File: config.mk
export PLATFORM = sky130hd
export DESIGN_NAME = lcei_phase_front
export DESIGN_NICKNAME = d
export VERILOG_FILES = /design/src/rtl/lfm_chirp_echo_injector_unit_assert.svh /design/src/rtl/lcei_pkg.sv /design/src/rtl/lcei_phase_front.sv
export SDC_FILE = /design/constraint.sdc
export NUM_CORES = 2
export LEC_CHECK = 0
export BUFFER_PORTS_ARGS = -buffer_cell sky130_fd_sc_hd__buf_4
export CAP_MARGIN = 20
export CORE_MARGIN = 4
export CORE_UTILIZATION = 60
export CTS_CLUSTER_DIAMETER = 40
export DETAILED_ROUTE_END_ITERATION = 8
export PLACE_DENSITY = 0.81
export SLEW_MARGIN = 5
export SYNTH_ARGS = -nofsm -noshare
export SYNTH_HDL_FRONTEND = slang
export SYNTH_SLANG_ARGS = --single-unit
File: constraint.sdc
create_clock -name i_clk -period 14 [get_ports i_clk]
set_clock_uncertainty 0.1 [all_clocks]
set_input_delay 2.1 -clock i_clk [delete_from_list [all_inputs] [get_ports i_clk]]
set_output_delay 2.1 -clock i_clk [all_outputs]
set_load 0.02 [all_outputs]
File: src/rtl/lfm_chirp_echo_injector_unit_assert.svh
// Assertion macros for the chirp echo injector
`ifndef LFM_CHIRP_ECHO_INJECTOR_UNIT_ASSERT_SVH
`define LFM_CHIRP_ECHO_INJECTOR_UNIT_ASSERT_SVH
// Implication checked on every clock edge outside reset
`define LCEI_ASSERT_IMP(lbl, clk, rst_n, a, c) \
    lbl: assert property (@(posedge clk) disable iff (!rst_n) (a) |-> (c)) \
        else $error("lcei assertion failed");
// Next-cycle implication checked outside reset
`define LCEI_ASSERT_NXT(lbl, clk, rst_n, a, c) \
    lbl: assert property (@(posedge clk) disable iff (!rst_n) (a) |=> (c)) \
        else $error("lcei assertion failed");
`endif

File: src/rtl/lcei_pkg.sv
// ----------------------------------------------------------------------------
// lcei_pkg
// Shared types, constants and CORDIC table of the chirp echo injector.
// ----------------------------------------------------------------------------
package lcei_pkg;
    localparam int MAX_PULSE_SAMPLES = 16384;
    localparam int PHASE_BITS        = 16;
    localparam int CORDIC_STEPS      = 16;
    localparam int CFG_IDX_W         = 3;
    localparam int CFG_DATA_W        = 32;
    localparam logic signed [33:0] CORDIC_GAIN_INIT = 34'sd652032874;

    typedef enum logic [CFG_IDX_W-1:0] {
        REG_AMPLITUDE = 3'd0,
        REG_DELAY     = 3'd1,
        REG_SPAN      = 3'd2,
        REG_SAMPLES   = 3'd3,
        REG_PULSE_LEN = 3'd4,
        REG_RATE      = 3'd5,
        REG_CARRIER   = 3'd6
    } t_reg_idx;

    // Side data carried alongside the rotation in every cell
    typedef struct packed {
        logic               hit;
        logic               last;
        logic signed [15:0] in_i;
        logic signed [15:0] in_q;
        logic        [1:0]  quad;
        logic        [14:0] amp;
    } t_side;

    // atan(2^-i) in units of 2^-24 turn
    function automatic logic signed [23:0] atan_lut(input logic [3:0] i);
        case (i)
            4'd0:  atan_lut = 24'sd2097152;
            4'd1:  atan_lut = 24'sd1238021;
            4'd2:  atan_lut = 24'sd654136;
            4'd3:  atan_lut = 24'sd332050;
            4'd4:  atan_lut = 24'sd166669;
            4'd5:  atan_lut = 24'sd83416;
            4'd6:  atan_lut = 24'sd41718;
            4'd7:  atan_lut = 24'sd20860;
            4'd8:  atan_lut = 24'sd10430;
            4'd9:  atan_lut = 24'sd5215;
            4'd10: atan_lut = 24'sd2608;
            4'd11: atan_lut = 24'sd1304;
            4'd12: atan_lut = 24'sd652;
            4'd13: atan_lut = 24'sd326;
            4'd14: atan_lut = 24'sd163;
            default: atan_lut = 24'sd81;
        endcase
    endfunction

    function automatic logic signed [15:0] clamp16(input logic signed [35:0] v);
        if (v > 36'sd32767) clamp16 = 16'sh7fff;
        else if (v < -36'sd32768) clamp16 = 16'sh8000;
        else clamp16 = v[15:0];
    endfunction
endpackage

File: src/rtl/lcei_phase_front.sv
// ----------------------------------------------------------------------------
// lcei_phase_front
// Window test and chirp phase: offset, square, rate product, rounding.
// ----------------------------------------------------------------------------
module lcei_phase_front #(
    parameter int MAX_PULSE_SAMPLES = lcei_pkg::MAX_PULSE_SAMPLES,
    parameter int PHASE_BITS        = lcei_pkg::PHASE_BITS
) (
    input  logic                 i_clk,
    input  logic                 i_rst_n,
    input  logic                 i_en,
    input  logic                 i_vld,
    input  logic [13:0]          i_idx,
    input  logic signed [15:0]   i_in_i,
    input  logic signed [15:0]   i_in_q,
    input  logic                 i_last,
    input  logic [14:0]          i_amp,
    input  logic [21:0]          i_delay,
    input  logic [21:0]          i_span,
    input  logic [14:0]          i_samples,
    input  logic [14:0]          i_plen,
    input  logic signed [31:0]   i_rate,
    input  logic [15:0]          i_carrier,
    output logic                 o_vld,
    output logic [23:0]          o_ph24,
    output lcei_pkg::t_side      o_side
);
    localparam logic [16:0] PL_MAX = 17'(MAX_PULSE_SAMPLES);

    // stage 1: window and offset
    logic [16:0] plen_c;
    logic [22:0] start_end;
    logic [21:0] n256;
    logic [21:0] d_c;
    logic        win;
    logic        r1_vld, r2_vld, r3_vld;
    logic [21:0] r1_d;
    lcei_pkg::t_side r1_side, r2_side, r3_side;
    logic [43:0] r2_dd;
    logic [55:0] r3_lo;
    logic [33:0] r3_hi;
    logic [55:0] total;
    logic [55:0] rnd;
    logic [PHASE_BITS-1:0] ph;

    assign plen_c    = (17'(i_plen) > PL_MAX) ? PL_MAX : 17'(i_plen);
    assign start_end = 23'(i_delay[21:8]) + 23'(i_samples);
    assign n256      = {i_idx, 8'd0};
    assign d_c       = n256 - i_delay;
    assign win = (i_amp != '0) && (17'(i_idx) < plen_c) && (i_idx >= i_delay[21:8])
               && (23'(i_idx) < start_end) && (n256 >= i_delay) && (d_c < i_span);

    // advance valid flags
    always_ff @(posedge i_clk) begin
        if (!i_rst_n) begin
            r1_vld <= 1'b0; r2_vld <= 1'b0; r3_vld <= 1'b0; o_vld <= 1'b0;
        end else if (i_en) begin
            r1_vld <= i_vld; r2_vld <= r1_vld; r3_vld <= r2_vld; o_vld <= r3_vld;
        end
    end

    // join the two partial products; only the low 56 bits reach the phase
    assign total = r3_lo + {r3_hi, 22'd0};
    assign rnd   = total + (56'd1 << (55 - PHASE_BITS));
    assign ph    = rnd[55:56-PHASE_BITS];

    // offset, square, rate product in two halves, round
    always_ff @(posedge i_clk) begin
        if (i_en) begin
            r1_d    <= d_c;
            r1_side <= '{hit: win, last: i_last, in_i: i_in_i, in_q: i_in_q,
                         quad: 2'd0, amp: i_amp};
            r2_dd   <= 44'(r1_d) * 44'(r1_d);
            r2_side <= r1_side;
            r3_lo   <= 56'($signed(i_rate) * $signed({1'b0, r2_dd[21:0]}))
                     + {i_carrier, 40'd0};
            r3_hi   <= 34'($signed(i_rate) * $signed({1'b0, r2_dd[43:22]}));
            r3_side <= r2_side;
            o_ph24  <= 24'({ph, {(24-PHASE_BITS){1'b0}}});
            o_side  <= r3_side;
        end
    end
endmodule

# [Word-level counts from Yosys, hierarchy flattened]
# Cells that the tools add are included.
[word_totals] output_inout_bits=76 input_bits=188 ff_bits=372 word_cells=50
[classes] n_lt_le_gt_ge=6 muxes=1 n_addsub=5 reduce_logical=6 multipliers=3
[op_table] cell="56-bit adder" n=2
[op_table] cell="56-bit by 40-bit adder with 56-bit output (second input constant)" n=1
[op_table] cell="32-bit by 23-bit multiplier with 55-bit output" n=1
[op_table] cell="22-bit by 22-bit multiplier with 44-bit output" n=1
[op_table] cell="32-bit by 23-bit multiplier with 34-bit output" n=1
[op_table] cell="22-bit >= comparator" n=1
[op_table] cell="22-bit < comparator" n=1
[op_table] cell="22-bit subtractor" n=1
[op_table] cell="14-bit by 15-bit adder with 16-bit output" n=1
[op_table] cell="14-bit by 16-bit < comparator with 1-bit output" n=1
[op_table] cell="15-bit greater-than comparator (second input constant)" n=1
[op_table] cell="14-bit by 15-bit < comparator with 1-bit output" n=1
[op_table] cell="15-bit 2-to-1 mux" n=1
[op_table] cell="15-bit nonzero test" n=1
[op_table] cell="14-bit >= comparator" n=1
[op_table] cell="1-bit logical AND" n=5

# [Depth between registers and ports, before layout]
[depth] ltp_word=8 ltp_mapped=40 depth_no_buf=38

# [Worst setup path after synthesis]
# OpenSTA, ideal clock, no wires.
[synth_path] path_type="input port to flip-flop" from="input i_rate[12]" to="register r3_lo[54] (data pin)" required_time_ns=13.639 n_path_buf=2 setup_slack_ns=3.170 setup_ns=0.261 stages=37 t_arrival_ns=10.469 path_cell_list="clkbuf_1 > clkbuf_1 > and2_1 > fa_1 > inv_1 > fa_1 > inv_1 > fa_1 > fa_1 > fa_1 > fa_1 > inv_1 > fa_1 > inv_1 > ha_1 > a21o_1 > a21o_1 > a21o_1 > a221oi_1 > o21bai_1 > o21bai_1 > a21oi_1 > nor2_1 > o21a_1 > xnor2_1 > ha_1 > fa_1 > a21o_1 > a21oi_1 > o21bai_1 > a21oi_1 > nor2b_1 > o21a_1 > o31a_1 > or4_1 > and3_1 > a311o_1"
[synth_via] elab_chain_len=2
[synth_rtl] item="start, declared" line_no="lcei_phase_front.sv:22" rtl="input logic signed [31:0] i_rate,"
[synth_rtl] item="32-bit by 23-bit multiplier with 55-bit output" line_no="lcei_phase_front.sv:75" rtl="r3_lo <= 56'($signed(i_rate) * $signed({1'b0, r2_dd[21:0]}))"
[synth_rtl] item="56-bit adder" line_no="lcei_phase_front.sv:76" rtl="+ {i_carrier, 40'd0};"
[synth_rtl] item="end signal, assigned" line_no="lcei_phase_front.sv:75"
[synth_rtl] item="end, declared" line_no="lcei_phase_front.sv:40" rtl="logic [55:0] r3_lo;"
# Every way passes these cells.
# A chain may end at the register's enable or synchronous reset.

# [Worst setup path after layout]
[layout_path] from="input i_rate[18]" to="register r3_lo[54] (data pin)"
# The elaborated chain is that of the path after synthesis.

==> metrics.md <==
| Metric | Value |
|---|---|
| Vias in the first global route | `52700` |
| Post-synth top area share | `42.2%` |
| Final hold vios | `0` |
| Worst-path fanout max | `37` |
| CP required | `14.25 ns` |
| Slew Viols, Final | `0` |
| P&R area growth vs syn | `7.07%` |
| Commonest cells after routing, fill and taps aside | `1751 x inv_1, 1445 x fa_1, 852 x nand2_1` |
| Critical Path Sink | `r3_lo[54]$_DFFE_PP_` |
| Slowest-stage cell, CP | `a21oi_1` |
| Critical path launch point type | `primary input` |
| Max Freq | `86.8 MHz` |
| Status | `completed` |
| Rows | `123` |
| Reg-to-reg slack, setup | `3.66 ns` |
| ANT nets after route | `0` |
| Die Area | `0.120 mm^2` |
| CP Class | `in -> reg` |
| Minimum clock period | `11.52 ns` |
| Commonest non-fill, non-tap cell in the layout | `inv_1` |
| CP bufs+invs | `4` |
| RSZ-0062 raised after global routing | `no` |
| Top cell by count, worst path | `fa_1` |
| Root Buffer | `clkbuf_16` |
| Synthesized cell area | `0.0685 mm^2` |
| RR Endpoint | `r3_lo[54]$_DFFE_PP_` |
| Drt first pass iters | `6` |
| Slew at the pin closest to its max-slew limit | `1.11 ns` |
| GP Congestion | `0.952` |
| Clock Latency Late Sink | `0.63 ns` |
| Synth area leaders | `fa_1 42%, edfxtp_1 15%, ha_1 11%` |
| Setup Buffers After CTS | `0` |
| Global-route usage over all layers | `28.3%` |
| CP Depth | `33` |
| Core area | `0.113 mm^2` |
| Top FF cell, synth | `edfxtp_1` |
| Warnings from Yosys | `0` |
| Hold-fix buffers, CTS | `0` |
| CP startpoint | `i_rate[18]` |
| Worst path max stage delay | `0.71 ns` |
| Worst r2r src | `r2_dd[8]$_DFFE_PP_` |
| WL/cell | `19.3 um` |
| Initial core utilization | `60.6%` |
| Ports | `264` |
| Clk slew on worst S/H paths | `0.05 ns` |
| Post-synth top area cell | `fa_1` |
| Global route overflow | `0` |
| DR iter-0 viols | `3183` |
| Die height | `346 um` |
| Die Width | `346 um` |
| Clock Path Buffers | `3` |
| CTS tree | `built` |
| EDFF count, synth | `345` |
| Layout Nets | `9256` |
| Num Clock Sinks | `349` |
| Post-CTS Resized | `0` |
| Seq/Total Area, Yosys | `15.2%` |
| Vias per inst | `5.58` |
| Final WL | `166 mm` |
| Arrival @ worst endpoint | `11.77 ns` |
| Synthesized flop and latch total | `349` |
| Endpoint type of the worst setup path | `register` |
| Number of buffers created by CTS | `51` |
| Final setup TNS | `0 ns` |
| Largest net degree at the start of global routing | `77` |
| Layout cells sized above 1 | `5.71%` |
| Avg Cell Area, Syn | `9.86 um^2` |
| H-Tree Depth | `2` |
| Mapped Cells | `6945` |
| Slew HR | `25.1%` |
| CP delay by family, top | `adder cells` |
| Worst reg2reg path depth | `35` |
| Hold depth | `0` |
| Maximum Capacitance Violations | `0` |
| Hpwl dp | `131 mm` |
| Number of library cell types mapped by synthesis | `79` |
| Min-delay worst type | `reg -> reg` |
| Via count | `47900` |
| # DRC | `0` |
| Fillers | `8733` |
| I/O Buffers | `253` |
| Global-route wire length before repair | `271 mm` |
| Async SR Flop Fraction | `0%` |
| Setup-failing EPs final | `0` |
| Initial antenna violation count | `15` |
| Fin crit share | `82.3%` |
-- worst min path at each step --
stage,start,slack (ns),endpoint
finish,r2_side[34]$_DFFE_PP_,0.32,r3_side[34]$_DFFE_PP_
global route,r1_side[35]$_DFFE_PP_,0.32,r2_side[35]$_DFFE_PP_
CTS,r1_side[35]$_DFFE_PP_,0.32,r2_side[35]$_DFFE_PP_
detailed placement,r3_side[17]$_DFFE_PP_,0.30,o_side[17]$_DFFE_PP_
global placement,r1_side[13]$_DFFE_PP_,0.30,r2_side[13]$_DFFE_PP_
floorplan,r3_side[0]$_DFFE_PP_,0.30,o_side[0]$_DFFE_PP_
-- flip-flops by register name (all words and copies together), names as in the netlist, 22 cells and up --
| signal | cells |
|---|---|
| r1_d | 22 |
| r2_dd | 43 |
| r3_hi | 34 |
| r3_side | 49 |
| r1_side | 49 |
| o_side | 49 |
| r2_side | 49 |
| r3_lo | 34 |
-- layer usage --
layer | wire length [um] | part of all wire [%] | global-route usage [%]
met2 | 83600 | 50 | 49.6
met1 | 59600 | 36 | 34.1
met4 | 9230 | 5.6 | 12.5
met3 | 13400 | 8.1 | 5.14
met5 | 53 | 0.032 | 0
-- through the flow --
| stage | hold WS [ns] | utilization, % | std cells | cell area [um^2] | worst slack (ns) |
|---|---|---|---|---|---|
| global placement | 0.300 | 63.4 | 8475 | 71600 | 1.93 |
| floorplan | 0.300 | - | 6955 | 68500 | 3.17 |
| global route | 0.321 | 64.9 | 8573 | 73300 | 2.20 |
| finish | 0.316 | 64.9 | 8582 | 73300 | 2.48 |
| CTS | 0.318 | 64.9 | 8570 | 73300 | 2.54 |
| detailed placement | 0.305 | 63.4 | 8475 | 71600 | 1.89 |
-- cell families (layout without fill, tap and decap cells) --
kind of cell / after synthesis / count (layout) / synth area share [%]
flops: 349 / 349 / 15.2
other cells: 2 / 24 / 0.0110
mux: 9 / 9 / 0.137
fa+ha+maj: 2040 / 2040 / 53.1
compound gates: 470 / 470 / 4.56
buf+inv: 2035 / 2150 / 11.2
xor+xnor: 211 / 211 / 2.70
simple gates: 1829 / 1829 / 13.0
-- cell usage after synthesis (all sizes together), types with 36 or more instances --
master	count
a21o	85
a21oi	138
and2	612
clkbuf	272
edfxtp	345
fa	1445
ha	595
inv	1751
nand2	852
nand3	38
nor2	145
nor3	36
o21ai	78
xnor2	142
xor2	69
-- cell type report --
class / count / area (um^2) / share of cell area [%]
diodes: 12 / 30.0 / 0.0410
clock buffers: 55 / 1290 / 1.76
clock inverters: 40 / 420 / 0.573
inverters: 1751 / 6570 / 8.96
multi-input cells: 4571 / 50400 / 68.7
flip-flops and latches: 349 / 10400 / 14.2
well taps: 1500 / 1880 / 2.56
repair buffers: 304 / 2290 / 3.12
-- worst reg2reg max path: cells and delay by family (launching register included) --
family | cells | cell delay [ns]
adder cells (fa/ha/maj) | 9 | 4.19
XOR/XNOR | 1 | 0.21
AND/OR/NAND/NOR | 5 | 1.17
AO/OA/AOI/OAI | 15 | 3.54
buffers and inverters | 5 | 0.50
flip-flops | 1 | 0.35
Power is not shown: default switching activity piles up to over one toggle a cycle in this logic, so the estimate is an artifact.
