File: config.mk
export PLATFORM = sky130hd
export DESIGN_NAME = lcei_cordic_cell
export DESIGN_NICKNAME = d
export VERILOG_FILES = /design/src/rtl/lfm_chirp_echo_injector_unit_assert.svh /design/src/rtl/lcei_pkg.sv /design/src/rtl/lcei_cordic_cell.sv
export SDC_FILE = /design/constraint.sdc
export NUM_CORES = 1
export LEC_CHECK = 0
export ABC_AREA = 1
export BUFFER_PORTS_ARGS = -buffer_cell sky130_fd_sc_hd__buf_4
export CELL_PAD_IN_SITES_DETAIL_PLACEMENT = 1
export CELL_PAD_IN_SITES_GLOBAL_PLACEMENT = 1
export CORE_UTILIZATION = 39
export CTS_BUF_LIST = sky130_fd_sc_hd__clkbuf_16
export DETAILED_ROUTE_END_ITERATION = 12
export PLACE_DENSITY_LB_ADDON = 0.15
export SLEW_MARGIN = 20
export SYNTH_ARGS = -nofsm -noshare
export SYNTH_HDL_FRONTEND = slang
export SYNTH_SLANG_ARGS = --single-unit
export TNS_END_PERCENT = 50
File: constraint.sdc
create_clock -name i_clk -period 2.3 [get_ports i_clk]
set_input_delay 0.46 -clock i_clk [delete_from_list [all_inputs] [get_ports i_clk]]
set_output_delay 0.46 -clock i_clk [all_outputs]
set_load 0.03 [all_outputs]
File: src/rtl/lfm_chirp_echo_injector_unit_assert.svh
// Assertion macros for the chirp echo injector
`ifndef LFM_CHIRP_ECHO_INJECTOR_UNIT_ASSERT_SVH
`define LFM_CHIRP_ECHO_INJECTOR_UNIT_ASSERT_SVH
// Implication checked on every clock edge outside reset
`define LCEI_ASSERT_IMP(lbl, clk, rst_n, a, c) \
    lbl: assert property (@(posedge clk) disable iff (!rst_n) (a) |-> (c)) \
        else $error("lcei assertion failed");
// Next-cycle implication checked outside reset
`define LCEI_ASSERT_NXT(lbl, clk, rst_n, a, c) \
    lbl: assert property (@(posedge clk) disable iff (!rst_n) (a) |=> (c)) \
        else $error("lcei assertion failed");
`endif

File: src/rtl/lcei_pkg.sv
// ----------------------------------------------------------------------------
// lcei_pkg
// Shared types, constants and CORDIC table of the chirp echo injector.
// ----------------------------------------------------------------------------
package lcei_pkg;
    localparam int MAX_PULSE_SAMPLES = 16384;
    localparam int PHASE_BITS        = 16;
    localparam int CORDIC_STEPS      = 16;
    localparam int CFG_IDX_W         = 3;
    localparam int CFG_DATA_W        = 32;
    localparam logic signed [33:0] CORDIC_GAIN_INIT = 34'sd652032874;

    typedef enum logic [CFG_IDX_W-1:0] {
        REG_AMPLITUDE = 3'd0,
        REG_DELAY     = 3'd1,
        REG_SPAN      = 3'd2,
        REG_SAMPLES   = 3'd3,
        REG_PULSE_LEN = 3'd4,
        REG_RATE      = 3'd5,
        REG_CARRIER   = 3'd6
    } t_reg_idx;

    // Side data carried alongside the rotation in every cell
    typedef struct packed {
        logic               hit;
        logic               last;
        logic signed [15:0] in_i;
        logic signed [15:0] in_q;
        logic        [1:0]  quad;
        logic        [14:0] amp;
    } t_side;

    // atan(2^-i) in units of 2^-24 turn
    function automatic logic signed [23:0] atan_lut(input logic [3:0] i);
        case (i)
            4'd0:  atan_lut = 24'sd2097152;
            4'd1:  atan_lut = 24'sd1238021;
            4'd2:  atan_lut = 24'sd654136;
            4'd3:  atan_lut = 24'sd332050;
            4'd4:  atan_lut = 24'sd166669;
            4'd5:  atan_lut = 24'sd83416;
            4'd6:  atan_lut = 24'sd41718;
            4'd7:  atan_lut = 24'sd20860;
            4'd8:  atan_lut = 24'sd10430;
            4'd9:  atan_lut = 24'sd5215;
            4'd10: atan_lut = 24'sd2608;
            4'd11: atan_lut = 24'sd1304;
            4'd12: atan_lut = 24'sd652;
            4'd13: atan_lut = 24'sd326;
            4'd14: atan_lut = 24'sd163;
            default: atan_lut = 24'sd81;
        endcase
    endfunction

    function automatic logic signed [15:0] clamp16(input logic signed [35:0] v);
        if (v > 36'sd32767) clamp16 = 16'sh7fff;
        else if (v < -36'sd32768) clamp16 = 16'sh8000;
        else clamp16 = v[15:0];
    endfunction
endpackage

File: src/rtl/lcei_cordic_cell.sv
// ----------------------------------------------------------------------------
// lcei_cordic_cell
// One CORDIC rotation step; hands its result to the next cell every cycle while enabled.
// ----------------------------------------------------------------------------
module lcei_cordic_cell #(
    parameter int STEP = 0
) (
    input  logic                  i_clk,
    input  logic                  i_rst_n,
    input  logic                  i_en,
    input  logic                  i_vld,
    input  logic signed [33:0]    i_x,
    input  logic signed [33:0]    i_y,
    input  logic signed [24:0]    i_z,
    input  lcei_pkg::t_side       i_side,
    output logic                  o_vld,
    output logic signed [33:0]    o_x,
    output logic signed [33:0]    o_y,
    output logic signed [24:0]    o_z,
    output lcei_pkg::t_side       o_side
);
    logic signed [33:0] dx, dy;
    logic signed [24:0] at;

    assign dx = i_y >>> STEP;
    assign dy = i_x >>> STEP;
    assign at = 25'(lcei_pkg::atan_lut(4'(STEP)));

    // hold valid flag
    always_ff @(posedge i_clk) begin
        if (!i_rst_n) o_vld <= 1'b0;
        else if (i_en) o_vld <= i_vld;
    end

    // rotate towards zero residual angle
    always_ff @(posedge i_clk) begin
        if (i_en) begin
            o_side <= i_side;
            if (!i_z[24]) begin
                o_x <= i_x - dx; o_y <= i_y + dy; o_z <= i_z - at;
            end else begin
                o_x <= i_x + dx; o_y <= i_y - dy; o_z <= i_z + at;
            end
        end
    end
endmodule

# == After elaboration in Yosys (flattened, before gate mapping) ==
# Index checks and enable logic that the tools add are counted.
# word_totals
regBits,145
output_inout_bits,145
# classes
mux,3
add_sub_neg,5
# ops
cell,n
two-way mux 34 bit,2
subtractor 34 bit,2
adder 34 bit,1
adder 25 x 23 -> 25 bit (second input constant),1
two-way mux 25 bit,1
subtractor 25 x 23 -> 25 bit (second input constant),1

# == Longest topological paths before layout ==
# Gate-level depths: netlist of the first run.
# logic_depth
word_depth,2
depth_mapped,18
mapped_depth_nobuf,17

# == Worst setup path after synthesis of the first run ==
# Ideal clock, no wire load.
# synth_timing
path_kind,input to register
startpoint,input port i_y[0]
endpoint,register o_y[32] (data pin)
t_arrival_ns,1.911
required_time_ns,2.047
stages,13
setup_slack_ns,0.136
cell_sequence,inv_1 > ha_1 > fa_1 > o21ai_1 > nand2_1 > nand2_1 > nand2_1 > nand2_1 > nand2_1 > nand2_1 > nand2_1 > nand3_1 > nand2_1
# synth_between
elab_chain_len,2
elab_cells_between_ends,3
classes_between,add/sub (2); mux (1)
# synth_rtl
item,line_no,text
"start, declared",lcei_cordic_cell.sv:13,"input logic signed [33:0] i_y,"
adder 34 bit or subtractor 34 bit (tied branches),"lcei_cordic_cell.sv:40, lcei_cordic_cell.sv:42",
two-way mux 34 bit (*),lcei_cordic_cell.sv:39,if (!i_z[24]) begin
"end signal, assigned",lcei_cordic_cell.sv:40,o_x <= i_x - dx; o_y <= i_y + dy; o_z <= i_z - at;
"end signal, assigned",lcei_cordic_cell.sv:42,o_x <= i_x + dx; o_y <= i_y - dy; o_z <= i_z + at;
"end, declared",lcei_cordic_cell.sv:18,"output logic signed [33:0] o_y,"
# Every way passes the cells marked *; elsewhere a longest branch is shown, timed or not.
# A chain may end at the register's enable or synchronous reset.

# == Worst setup path in the final report of the first run ==
# layout_timing
startpoint,input port i_x[4]
endpoint,register o_x[21] (data pin)
# layout_between
elab_chain_len,2
elab_cells_between_ends,3
classes_between,add/sub (2); mux (1)
# layout_rtl
item,line_no,text
"start, declared",lcei_cordic_cell.sv:12,"input logic signed [33:0] i_x,"
subtractor 34 bit or adder 34 bit (tied branches),"lcei_cordic_cell.sv:40, lcei_cordic_cell.sv:42",
two-way mux 34 bit (*),lcei_cordic_cell.sv:39,
"end signal, assigned",lcei_cordic_cell.sv:40,
"end signal, assigned",lcei_cordic_cell.sv:42,
"end, declared",lcei_cordic_cell.sv:17,"output logic signed [33:0] o_x,"
# Marked as above.

==> metrics, run 1 <==
Max IR drop VDD=0.0004423 V; count of cell types in the netlist=48; ys async rst share=0; min-delay worst type=in -> reg; CP cell instances=buf_4, buf_4, ha_1, buf_4, a21oi_1, nand2_1, a21oi_2, inv_1, nand2_1, nand2_2, nand2_1, nand3_1, nand3_1, nand2_1; clock sinks=144; Placed Area=0.01660 sq mm; Setup Skew=0 ns; YS warnings=0; vias in the first global route=14,130; final hold vios=0; WHS=0.1763 ns; Tot GR Track Use=0.3504; Mean Syn Cell Area=7.498 sq um; dpl hpwl=43.11 mm; Synth Flop Type=edfxtp_1; average routed wire per standard cell=21.07 um; most common cell after layout, fill and taps aside=buf_4; fin area=0.01729 sq mm; CP Capture Type=flip-flop; Final Wtd Congestion=0.9578; LEAKAGE=8.734 nW; Inserted Clock Buffers=17; Max-Cap Viols=0; # H-tree levels=4; GR Overflow Total=0; Pwr per Cell Area=602.1 mW/mm^2; via count=13,360; Place WS=-0.4429 ns; die area=0.03075 sq mm; Post-synth EDFFs=143; Slowest-stage cell, CP=a21oi_1; Rows=63; final std cells w/o fill=2,559; sequential area share after synthesis=0.3681; Final nets=2,409; Clk Tree Root Cell=clkbuf_16; DRT Wirelength=53.92 mm; first-pass GRT wire length=81.21 mm; Core Util, Final=0.5832; CP dominant cell by count=nand2_1; Netlist Area Pre-Place=0.01172 sq mm; Slew HR=0.6421; CTS tree=yes; drt pass-1 iters=5; Startpoint Class=primary input; max frequency=0.4504 GHz; Longest Clk Path Bufs=2; final setup margin=0.07977 ns; unrepaired setup endpoints after global routing=yes; Post-DRT Antenna Nets=0; Initial Utilization=0.3954; Synth Net Count=1,816; status=completed; Final TNS setup=0 ns; kind of critical path=in -> reg; Layout area overhead=47.50%; share of cells above drive strength 1=0.3358; min Tclk post-route=2.220 ns; worst-margin pin slew=0.5312 ns; io pins=293; Worst Path Max Fanout=3; Post-Syn Instances=1,563; data required time of the worst path=2.51 ns; CTS clk-pin slew, worst paths=0.07 ns; Pins Over Slew Limit=0; synthesized flop and latch total=144; Final setup viols=0; DRC Markers=0; die height=175.4 um; clk_lat worst skew=0.45 ns; Iter 0 DRT Violations=764; Placeable Area=0.02964 sq mm; CP arrival=2.43 ns; largest net degree at the start of global routing=42; WP buf/inv=4; Total Power=10.41 mW; drt via density=5.220; Post-Place Cells=2,527; Worst path top cell family by delay=simple AND/OR/NAND/NOR gates; final worst-path cycle share=0.9653; Post-CTS Setup Bufs=0; IO buf count=292; Die W=175.4 um; slowest stage delay, CP=0.27 ns; most frequent cells in the layout=buf_4, nand2_1, inv_1, nand3_1, edfxtp_1; initial antenna violation count=1
==> worst register-to-register path, cell delays in order, from the launching register on <==
cell     delay [ns]
dfxtp_1        0.31
o21ai_0        0.16
a21oi_1        0.05
==> final cells by class <==
| cell class | instances | area [sq um] |
|---|---|---|
| fillers | 3784 | 12350 |
| multi-input cells | 1154 | 6414 |
| flip-flops and latches | 144 | 4314 |
| diodes | 1 | 2.502 |
| clock inverters | 14 | 121.4 |
| inverters | 222 | 835.8 |
| clock buffers | 17 | 425.4 |
| well taps | 390 | 488.0 |
| repair buffers | 617 | 4686 |
==> power breakdown <==
group          total (mW)  internal [mW]  switching (mW)
clock network        2.73           1.48            1.25
registers            3.36           3.25           0.111
logic                4.32           1.72            2.61
total                10.4           6.44            3.97
==> registers in the layout (all words and copies together), names as in the netlist <==
signal,count
o_x,34
o_y,33
o_z,25
o_side,51
o_vld,1
==> Yosys cell counts, drive strengths merged, types with 14 or more instances <==
cell | count | area, sq um
nand2 | 422 | 1604
inv | 221 | 832.1
nand3 | 151 | 755.7
edfxtp | 143 | 4294
nor2 | 140 | 553.0
a21oi | 129 | 683.2
ha | 101 | 1264
o21ai | 94 | 478.0
buf | 39 | 276.5
xor2 | 26 | 227.7
nor3 | 15 | 90.09
a21o | 14 | 105.1
==> worst paths after layout <==
check	from	to	slack, ns	cells past startpoint
worst max-delay path	i_x[4]	o_x[21]$_DFFE_PP_	0.08	14
worst min-delay path	i_side[28]	o_side[28]$_DFFE_PP_	0.18	1
worst max register to register	o_vld$_SDFFE_PN0P_	o_vld$_SDFFE_PN0P_	1.65	2
worst min register to register	o_vld$_SDFFE_PN0P_	o_vld$_SDFFE_PN0P_	0.56	2
==> repair_timing <==
action	4_1_cts	5_1_grt
resized for setup	2	38
setup endpoints to repair	4	41
hold buffers	0	0
==> metal layers <==
layer / up-vias / wire (um) / global-route usage
li1: 6331 / - / -
met1: 6487 / 23290 / 0.4374
met4: 0 / 1657 / 0.1286
met5: - / 0 / 0
met3: 89 / 2740 / 0.04827
met2: 450 / 26230 / 0.6134
==> cells by family (layout without fill, tap and decap cells) <==
kind of cell             after synthesis  count (layout)  share of synthesized area
AND/OR/NAND/NOR                      754             754                     0.2730
AO/OA/AOI/OAI                        269             269                     0.1286
other                                  0               1                          0
adder cells (fa/ha/maj)              105             105                     0.1147
XOR/XNOR                              26              26                    0.01943
buffers and inverters                265             870                    0.09619
flip-flops                           144             144                     0.3681
(Power assumes the default switching activity.)
==> run 2, diff against run 1 <==
CAP_MARGIN = 25   (was not set)
clock period = 2.4 ns   (was 2.3 ns; I/O delays follow)
==> metrics, run 2 (synthesized netlist as in run 1, its figures left out) <==
min Tclk post-route=2.336 ns; CTS clk-pin slew, worst paths=0.07 ns; worst-margin pin slew=0.5649 ns; CTS Hold Bufs=0; max frequency=0.4282 GHz; Max-Cap Viols=0; WHS=0.2017 ns; # H-tree levels=4; final worst-path cycle share=0.9731; Iter 0 DRT Violations=920; Die W=175.4 um; drt pass-1 iters=5; min-delay worst type=in -> reg; data required time of the worst path=2.60 ns; Slew HR=0.6194; LEAKAGE=8.800 nW; CP arrival=2.53 ns; Placed Area=0.01664 sq mm; met1 Use GR=0.4423; first-pass GRT wire length=84.43 mm; io pins=293; Clk Tree Root Cell=clkbuf_16; Startpoint Class=primary input; Longest Clk Path Bufs=2; gr busiest metal=met2; Regs by FF count=o_side x51, o_x x34, o_y x33; most frequent cells in the layout=buf_4, nand2_1, inv_1, nand3_1, edfxtp_1; Max IR drop VDD=0.0004654 V; Pwr per Cell Area=595.2 mW/mm^2; Pins Over Slew Limit=0; Total Power=10.32 mW; DRT Wirelength=57.84 mm; unrepaired setup endpoints after global routing=yes; clock sinks=144; met3 global-route usage=0.05996; FF-to-FF setup slack=1.75 ns; Placeable Area=0.02964 sq mm; Final setup viols=0; average routed wire per standard cell=22.51 um; Inserted Clock Buffers=17; vias in the first global route=14,570; DRC Markers=0; Rows=63; drt via density=5.366; die area=0.03075 sq mm; largest net degree at the start of global routing=49; GR Overflow Total=0; IO buf count=292; Final TNS setup=0 ns; Post-DRT Antenna Nets=0; met2 Use GR=0.6339; Initial Utilization=0.3954; initial antenna violation count=1; via count=13,790; Core Util, Final=0.5848; share of cells above drive strength 1=0.3344; Worst Path Max Fanout=6; Final nets=2,417; final hold vios=0; CP Capture Type=flip-flop; kind of critical path=in -> reg; Tot GR Track Use=0.3649; status=completed; Final Wtd Congestion=0.9330; fin area=0.01733 sq mm; most common cell after layout, fill and taps aside=buf_4; clk_lat worst skew=0.45 ns; Setup Skew=0 ns; Largest register FFs=51; Layout area overhead=47.88%; CTS tree=yes; dpl hpwl=45.10 mm; die height=175.4 um; register bank with the most flops=o_side
-- run 2: metal layers --
metal	vias to the layer above	share of wire	wire length (um)
li1	6361	-	-
met1	6709	0.41	23720
met2	575	0.48	28040
met3	141	0.059	3410
met4	0	0.046	2673
met5	-	0	0
-- run 2: final cells by class --
cell class	instances	area, sq um
inverters	222	835.8
clock buffers	17	425.4
clock inverters	15	158.9
well taps	390	488.0
flip-flops and latches	144	4314
repair buffers	625	4733
multi-input cells	1154	6371
diodes	2	5.005
fillers	3768	12310
-- run 2: what timing repair did --
item | in CTS | in global routing
pin swaps | 0 | 2
gates resized for setup | 3 | 24
buffers inserted | 0 | 1
endpoints found under the setup margin | 2 | 27
-- run 2: per-stage QoR --
step,worst slack (ns),cells
floorplan,0.2157,1563
global placement,-0.3206,2534
detailed placement,-0.3655,2534
CTS,0.02008,2566
global route,-0.06605,2569
finish,0.06448,2569
-- run 2: final timing paths --
| kind | from | end | depth (start not counted) |
|---|---|---|---|
| worst max-delay path | i_x[11] | o_x[29]$_DFFE_PP_ | 13 |
| worst min-delay path | i_z[5] | o_z[5]$_DFFE_PP_ | 1 |
| worst max register to register | o_vld$_SDFFE_PN0P_ | o_vld$_SDFFE_PN0P_ | 2 |
| worst min register to register | o_vld$_SDFFE_PN0P_ | o_vld$_SDFFE_PN0P_ | 2 |
-- run 2: critical path, stage by stage --
cell     delay [ns]
buf_4          0.10
inv_1          0.04
ha_2           0.38
buf_4          0.15
nand2_1        0.11
o21ai_0        0.49
nor2_1         0.17
nand2_2        0.16
nand2_1        0.13
nand2_1        0.11
nand2_1        0.07
nand3_1        0.09
nand2_1        0.07
-- run 2: report_power, final --
group,internal [mW],switching (mW)
clock,1.55,1.29
combinational,1.65,2.59
sequential,3.11,0.115
==> run 3, diff against run 2 <==
BUFFER_PORTS_ARGS = -buffer_cell sky130_fd_sc_hd__buf_2   (was -buffer_cell sky130_fd_sc_hd__buf_4)
CORE_UTILIZATION = 35   (was 39)
SLEW_MARGIN = not set   (was 20)
==> metrics, run 3 (synthesized netlist as in run 1, its figures left out) <==
CP Capture Type=flip-flop; Place WS=-0.3697 ns; io pins=293; CP cell instances=buf_2, inv_1, ha_1, nand2_1, inv_1, nand2_1, nor4_1, nand2_1, nand2_1, nand2_1, nand3_1, nand2_1; Max IR drop VDD=0.0005149 V; CTS clk-pin slew, worst paths=0.06 ns; Placeable Area=0.03270 sq mm; gr busiest metal=met2; Post-Place Cells=2,592; Regs by FF count=o_side x51, o_x x34, o_y x33; initial antenna violation count=0; Startpoint Class=primary input; die area=0.03422 sq mm; via count=13,160; min Tclk post-route=2.257 ns; first-pass GRT wire length=77.79 mm; share of cells above drive strength 1=0.3318; die height=185.0 um; register bank with the most flops=o_side; max frequency=0.4430 GHz; Die W=185.0 um; Pwr per Cell Area=592.8 mW/mm^2; Inserted Clock Buffers=17; Max-Cap Viols=0; unrepaired setup endpoints after global routing=no; min-delay worst type=in -> reg; average routed wire per standard cell=19.78 um; LEAKAGE=8.599 nW; final std cells w/o fill=2,624; ANT cells=0; Largest register FFs=51; Worst path top cell family by delay=simple AND/OR/NAND/NOR gates; slowest stage delay, CP=0.47 ns; met1 Use GR=0.3917; clk_lat worst skew=0.43 ns; Iter 0 DRT Violations=700; DRC Markers=0; CP arrival=2.44 ns; Slew HR=0.6236; Clk Tree Root Cell=clkbuf_16; Rows=66; DRT Wirelength=51.90 mm; Final setup viols=0; data required time of the worst path=2.58 ns; Setup Skew=0 ns; Longest Clk Path Bufs=2; Final Wtd Congestion=0.9111; final setup margin=0.1426 ns; CP dominant cell by count=nand2_1; most frequent cells in the layout=nand2_1, buf_4, buf_2, inv_1, nand3_1; Placed Area=0.01605 sq mm; vias in the first global route=13,940; CTS tree=yes; Slowest-stage cell, CP=ha_1; Final nets=2,422; status=completed; fin area=0.01670 sq mm; WHS=0.2101 ns; Final TNS setup=0 ns; worst-margin pin slew=0.5646 ns; dpl hpwl=43.57 mm; Tot GR Track Use=0.3050; drt pass-1 iters=6; final hold vios=0; most common cell after layout, fill and taps aside=nand2_1; GR Overflow Total=0; met2 Use GR=0.5218; WP buf/inv=3; IO buf count=292; kind of critical path=in -> reg; met3 global-route usage=0.03873; largest net degree at the start of global routing=57; # H-tree levels=4; drt via density=5.015; Pins Over Slew Limit=0; Layout area overhead=42.53%; Total Power=9.903 mW; Initial Utilization=0.3584; Post-DRT Antenna Nets=0; Worst Path Max Fanout=6; clock sinks=144; Core Util, Final=0.5108; final worst-path cycle share=0.9406
run 3: changes by cell type in the layout (fill, tap and decap cells not counted), moves of 3 or more:
| cell | previous run | this run |
|---|---|---|
| buf_2 | 0 | 291 |
| buf_4 | 621 | 333 |
| inv_6 | 5 | 2 |
| inv_1 | 215 | 218 |
run 3: power breakdown:
group	switching (mW)	leakage [nW]	internal, mW
registers	0.0891	1.41	3.11
logic	2.45	6.90	1.43
clock network	1.19	0.297	1.63
total	3.73	8.60	6.17
run 3: timing repair:
action                                  CTS  global route
buffers inserted                          0             0
gates resized for setup                   0            19
endpoints found under the setup margin    0            14
hold buffers                              0             0
run 3: path summary, 6_finish.rpt:
path                      start                  to  slack [ns]  cells past startpoint
max reg2reg  o_vld$_SDFFE_PN0P_  o_vld$_SDFFE_PN0P_        1.76                      2
max                     i_x[28]   o_x[29]$_DFFE_PP_        0.14                     12
min reg2reg  o_vld$_SDFFE_PN0P_  o_vld$_SDFFE_PN0P_        0.56                      2
min                     i_z[12]   o_z[12]$_DFFE_PP_        0.21                      1
run 3: layer usage:
metal | vias to the layer above | wire length, um | part of all wire
met5 | - | 0 | 0
met4 | 0 | 1515 | 0.029
met3 | 67 | 2757 | 0.053
met2 | 402 | 24510 | 0.47
met1 | 6343 | 23120 | 0.45
li1 | 6348 | - | -
run 3: area by class of cell:
class	count	area [sq um]
fill	4302	16000
sequential	144	4314
timing repair buffer	630	4068
multi-input combinational	1154	6339
clock inverter	15	170.2
tap	442	553.0
inverter	222	835.8
clock buffer	17	425.4
